[src/rtl/core/otct_pkg.sv]
// ----------------------------------------------------------------------------
// otct_pkg
// Shared widths, codes and structs of the ordered timeout connection table.
// ----------------------------------------------------------------------------
`default_nettype none

package otct_pkg;

  localparam int SLOTS_DEF  = 64;

  localparam int KIND_W     = 2;
  localparam int SLOT_W     = 6;
  localparam int LINK_W     = 7;
  localparam int PORT_W     = 16;
  localparam int TIME_W     = 32;
  localparam int TMO_W      = 16;
  localparam int CNT_W      = 7;
  localparam int STAT_W     = 3;
  localparam int CFG_IDX_W  = 1;
  localparam int CFG_DATA_W = 16;

  // null marker for links, head and tail
  localparam logic [LINK_W-1:0] NIL_LINK = 7'd64;

  localparam logic [TMO_W-1:0] TIMEOUT_RST  = 16'd2000;
  localparam logic [CNT_W-1:0] MAX_OPEN_RST = 7'd64;

  // command kinds
  localparam logic [KIND_W-1:0] KIND_OPEN  = 2'd0;
  localparam logic [KIND_W-1:0] KIND_CLOSE = 2'd1;
  localparam logic [KIND_W-1:0] KIND_TICK  = 2'd2;

  // result status codes
  localparam logic [STAT_W-1:0] ST_OPENED      = 3'd0;
  localparam logic [STAT_W-1:0] ST_CLOSED      = 3'd1;
  localparam logic [STAT_W-1:0] ST_EXPIRED     = 3'd2;
  localparam logic [STAT_W-1:0] ST_NONE_EXP    = 3'd3;
  localparam logic [STAT_W-1:0] ST_OPEN_REJ    = 3'd4;
  localparam logic [STAT_W-1:0] ST_CLOSE_INACT = 3'd5;

  // configuration register indexes
  localparam logic [CFG_IDX_W-1:0] CFG_TIMEOUT  = 1'd0;
  localparam logic [CFG_IDX_W-1:0] CFG_MAX_OPEN = 1'd1;

  // write request to the link / entry memories
  typedef struct packed {
    logic              nxt_we;
    logic [SLOT_W-1:0] nxt_addr;
    logic [LINK_W-1:0] nxt_data;
    logic              prv_we;
    logic [SLOT_W-1:0] prv_addr;
    logic [LINK_W-1:0] prv_data;
    logic              ent_we;
    logic [SLOT_W-1:0] ent_addr;
    logic [PORT_W-1:0] ent_port;
    logic [TIME_W-1:0] ent_start;
  } mem_wr_t;

  // registered read data of one slot
  typedef struct packed {
    logic [LINK_W-1:0] nxt;
    logic [LINK_W-1:0] prv;
    logic [PORT_W-1:0] port;
    logic [TIME_W-1:0] start;
  } mem_rd_t;

  // one result item
  typedef struct packed {
    logic [STAT_W-1:0] status;
    logic [SLOT_W-1:0] slot;
    logic [PORT_W-1:0] port;
    logic [CNT_W-1:0]  count;
    logic              last;
  } res_t;

endpackage

`default_nettype wire

[src/rtl/core/otct_cmp.sv]
// ----------------------------------------------------------------------------
// otct_cmp
// Shared subtract-and-compare unit: gt = (a - b) mod 2^32 > c.
// ----------------------------------------------------------------------------
`default_nettype none

module otct_cmp import otct_pkg::*; (
  input  wire logic [TIME_W-1:0] a,
  input  wire logic [TIME_W-1:0] b,
  input  wire logic [TIME_W-1:0] c,
  output logic                   gt
);

  logic [TIME_W-1:0] diff;

  assign diff = a - b;
  assign gt   = diff > c;

endmodule

`default_nettype wire

[config.mk]
export PLATFORM = sky130hd
export DESIGN_NAME = otct_cmp
export DESIGN_NICKNAME = d
export VERILOG_FILES = /design/src/rtl/core/otct_pkg.sv /design/src/rtl/core/otct_cmp.sv
export SDC_FILE = /design/constraint.sdc
export NUM_CORES = 1
export LEC_CHECK = 0
export BUFFER_PORTS_ARGS = -buffer_cell sky130_fd_sc_hd__buf_4
export CORE_ASPECT_RATIO = 0.8
export CORE_MARGIN = 2
export CORE_UTILIZATION = 48
export DETAILED_ROUTE_END_ITERATION = 10
export MAX_ROUTING_LAYER = met4
export PLACE_DENSITY = 0.83
export REMOVE_ABC_BUFFERS = 1
export SLEW_MARGIN = 20
export SYNTH_ARGS = -nofsm -noshare
export SYNTH_HDL_FRONTEND = slang
export SYNTH_SLANG_ARGS = --single-unit
[constraint.sdc]
create_clock -name vclk -period 4
set_clock_uncertainty 0.1 [all_clocks]
set_input_delay 0.6 -clock vclk [all_inputs]
set_output_delay 0.6 -clock vclk [all_outputs]
set_load 0.05 [all_outputs]
---- Word level (Yosys, flattened, before mapping) ----
Index checks and enable logic that the tools add are counted.
W data, S select, Z words.
storage, ports and cells
  memory bits (writable) .................. 0
  output and inout bits ................... 1
  memory bits (read-only) ................. 0
  memories kept ........................... 0
  logic and storage cells ................. 2
  latch bits .............................. 0
  bits in registers ....................... 0
  input port bits ......................... 96
operators by class
  order comparisons ....................... 1
  add/subtract/negate cells ............... 1
  multiplexer cells ....................... 0
  multiply operators ...................... 0
  divide/modulo/power cells ............... 0
  bitwise gates (word level) .............. 0
  shift-type cells ........................ 0
  reduce and logical (&&, ||, !) cells .... 0
  eq/ne operators ......................... 0
operators by type and width
  operator          count
  $gt A32 B32 Y1    1
  $sub A32 B32 Y32  1

---- Logic depth before layout (Yosys ltp) ----
  depth after elaboration ................. 2
  mapped depth ............................ 18
  gate-level depth less buffers ........... 18

---- Worst setup path after synthesis ----
OpenSTA, ideal clock, no wires.
  kind .................................... input port to output port
  from .................................... input port b[8]
  to ...................................... output port gt
  required time ........................... 3300 ps
  arrival time ............................ 3939 ps
  slack ................................... -639 ps
  path buffers ............................ 1
  stages .................................. 15
  cell sequence ........................... inv_1 > ha_1 > buf_6 > a21o_1 > a21o_1 > a21o_1 > and3_4 > nor3b_4 > a21boi_0 > xor2_1 > ha_1 > nand4_1 > nor4_1 > o21ai_0 > a32oi_1
on the way
  cells in the longest elaborated chain, start to end .. 2
RTL lines
  element             line            source
  start: declaration  otct_cmp.sv:9   input wire logic [TIME_W-1:0] b,
  $sub A32 B32 Y32    otct_cmp.sv:16  assign diff = a - b;
  $gt A32 B32 Y1      otct_cmp.sv:17  assign gt = diff > c;
  end: declaration    otct_cmp.sv:11  output logic gt
No other way between the ends.

---- Final worst setup path ----
  from .................................... input port a[1]
  to ...................................... output port gt
on the way
  cells in the longest elaborated chain, start to end .. 2
RTL lines
  element             line            source
  start: declaration  otct_cmp.sv:8   input wire logic [TIME_W-1:0] a,
  $sub A32 B32 Y32    otct_cmp.sv:16
  $gt A32 B32 Y1      otct_cmp.sv:17
No other way between the ends.

==> impl_metrics.json <==
{
  "grt_pass1_vias": 3553,
  "min_from": "c[0]",
  "drive_above_1_share_pct": 40.9,
  "rsz0062_at_grt": "true",
  "synth_compound_area_share_pct": 32.3,
  "path_max_fanout": 3,
  "finalCritPeriodShare_pct": 114,
  "ios": 97,
  "slew-limit-headroom_pct": 67.0,
  "critPathSlowestCell": "o31a_1",
  "whs_path_depth": 6,
  "dieWidth_um": 87.5,
  "dr.pass1.iters": 5,
  "leakagePower_uw": 0.00249,
  "hp-class": "in2out",
  "min_period_ns": 4.57,
  "drcViolationCount": 0,
  "worstSetupStartpointType": "input pin",
  "fp-row-count": 24,
  "nFlopsAndLatches": 0,
  "synth_top_family_by_area": "compound AO/OA/AOI/OAI gates",
  "maxSlewViolCount": 0,
  "syn_inst": 388,
  "violations": "setup timing",
  "synth-warning-count": 0,
  "crit_path_start": "a[1]",
  "grt_util_all_layers_pct": 29.4,
  "maxCapViolCount": 0,
  "holdPathEnd": "gt",
  "hold_violations": 0,
  "critPathKind": "in2out",
  "seqCellArea_um2": 0,
  "power_density_mw_per_mm2": 178,
  "synth_mux_area_share_pct": 0.374,
  "fin_tns_setup_ns": -0.571,
  "hpwl_um": 8010,
  "wl_per_cell_um": 15.1,
  "grt_pass1_wl_um": 14700,
  "finalSetupViolCount": 1,
  "gp_congestion": 0.926,
  "clkbuf_count": 0,
  "irDropWorstVdd_mv": 0.0811,
  "yosys.area_share.adder_pct": 30.2,
  "synth_cell_types": 52,
  "critPathMaxStageDelay_ns": 0.34,
  "clock.fmax_mhz": 219,
  "syn-mean-instance-area_um2": 6.90,
  "status": "complete, but fails checks",
  "wl_um": 9810,
  "antenna_left": 0,
  "worst_slew_pin_slew_ns": 0.490,
  "diodes": 0,
  "grt_start_max_net_pins": 8,
  "critPathCaptureType": "output port",
  "overflow": 0,
  "drtIter0Drc": 221,
  "viasPerCell": 5.58,
  "yosys.area_share.xor_xnor_pct": 8.83,
  "crit_chain": "buf_6, ha_4, nor2b_4, o31a_1, o2111ai_4, a21boi_1, o31ai_1, o21ai_0, xor2_1, ha_1, a21o_1, a21o_1, a21oi_1, o21ai_0, a21oi_1, a32oi_2, buf_6",
  "initial_core_util_pct": 49.6,
  "final_nets": 747,
  "vias": 3624,
  "synth_area_mm2": 0.00268,
  "ys_seq_area_share_pct": 0,
  "area_growth_pct": 66.2,
  "setup_ws_ns": -0.571,
  "grt_antenna_before_repair": 0,
  "die_h_um": 70.8,
  "cp.arrival_ns": 3.87,
  "synth-simple-area-share_pct": 17.3,
  "design.core.area_mm2": 0.00541,
  "p_total_uw": 793,
  "io_buffers": 97,
  "n_fill_cell": 321,
  "hold_buffers": 0,
  "cp_data_required_time_ns": 3.30,
  "die-area_mm2": 0.00620
}
[cells in the mapped netlist, drive strengths merged]
library cell  count  share of area [%]
a221oi            1               0.33
nand2b            5                1.2
ha               63                 29
a211o             1               0.33
nand4            15                3.5
a211oi            3               0.84
a21boi            3               0.84
nand2            16                2.2
o21ai            27                5.0
nor2b             6                1.4
nor4              1               0.23
o21ba             1               0.37
or3               2               0.47
nand3             7                1.3
or2               2               0.47
a31oi             1               0.23
o311ai            1               0.33
and2              2               0.51
and3              3               0.89
clkbuf            4               0.56
inv              69                9.7
nor2             21                2.9
o21a              9                2.5
a31o              1               0.33
o211ai            3                1.0
a21o             26                7.3
a21oi            41                7.7
a22oi             1               0.28
xor2             11                3.6
buf               3               0.79
o21bai            4                1.1
fa                1               0.75
o31ai             2               0.56
nor3              2               0.37
mux2i             1               0.37
xnor2            16                5.2
nor3b             3                1.4
a32oi             1               0.33
a21bo             1               0.37
a311oi            1               0.33
o31a              3               0.98
o2111ai           2               0.89
nand4b            1               0.33
o2bb2ai           1               0.33
[layer usage]
layer,vias to the layer above,GRT usage (%),wire length [um]
li1,1778,-,-
met1,1619,35.9,4180
met2,195,50.3,4750
met3,32,3.62,632
met4,0,8.55,242
met5,-,-,0
[layout make-up]
type | instances | area (um2) | area share (%)
repair buffers | 204 | 1550 | 34.9
inverters | 69 | 267 | 5.99
well taps | 65 | 81.3 | 1.83
multi-input cells | 312 | 2550 | 57.3
[power by group]
group	internal (uW)	total, uW	switching (uW)
clock	0	0	0
sequential	0	0	0
combinational	417	793	376
[layout by cell type, fill, tap and decap left out, drive strengths merged, types with 2 or more instances in the layout]
cell type	count
nor2b	6
o21a	9
buf	204
nand2b	5
o21ai	27
xnor2	16
a21oi	41
o31ai	2
xor2	11
ha	63
o31a	3
or2	2
nand2	16
o211ai	3
nand4	15
and2	2
inv	68
nor3	2
and3	3
a211oi	3
or3	2
nand3	7
a21boi	3
nor2	21
o2111ai	2
a21o	26
nor3b	3
o21bai	4
[per-stage QoR]
stage	instance area (um2)	setup WS (ns)	hold WS (ns)	utilization, %	cells
finish	4450	-0.571	1.93	82.4	650
global route	4450	-0.720	1.96	82.4	650
CTS	4290	-0.515	1.81	79.3	645
detailed placement	4140	-0.744	1.83	76.5	634
global placement	4140	-0.572	1.78	76.5	634
floorplan	2640	-0.611	1.75	-	381
[timing repair]
action | 4_1_cts | 5_1_grt
buffers inserted | 11 | 6
pin swaps | 19 | 25
cloned | 0 | 0
setup endpoints to repair | 1 | 1
gates resized for setup | 20 | 27
[cells by family (layout without fill, tap and decap cells)]
group,after synthesis,count (layout)
buf+inv,76,273
simple gates,86,86
fa+ha+maj,64,64
xor+xnor,27,27
mux,1,1
compound gates,134,134
[worst max-delay path, delay by kind of cell]
kind / cells / cell delay [ns]
AOI/OAI and AO/OA: 11 / 2.13
xor gates and xnor gates: 1 / 0.22
adders and majority gates: 2 / 0.52
buffers and inverters: 2 / 0.30
and+or+nand+nor: 1 / 0.12
[how the worst max path moves through the flow]
stage,to,slack [ns],cells past startpoint
2_1_floorplan,gt,-0.61,14
3_3_place_gp,gt,-0.57,18
3_5_place_dp,gt,-0.74,18
4_1_cts,gt,-0.51,18
5_1_grt,gt,-0.72,15
6_report,gt,-0.57,17
(Power assumes the default switching activity.)
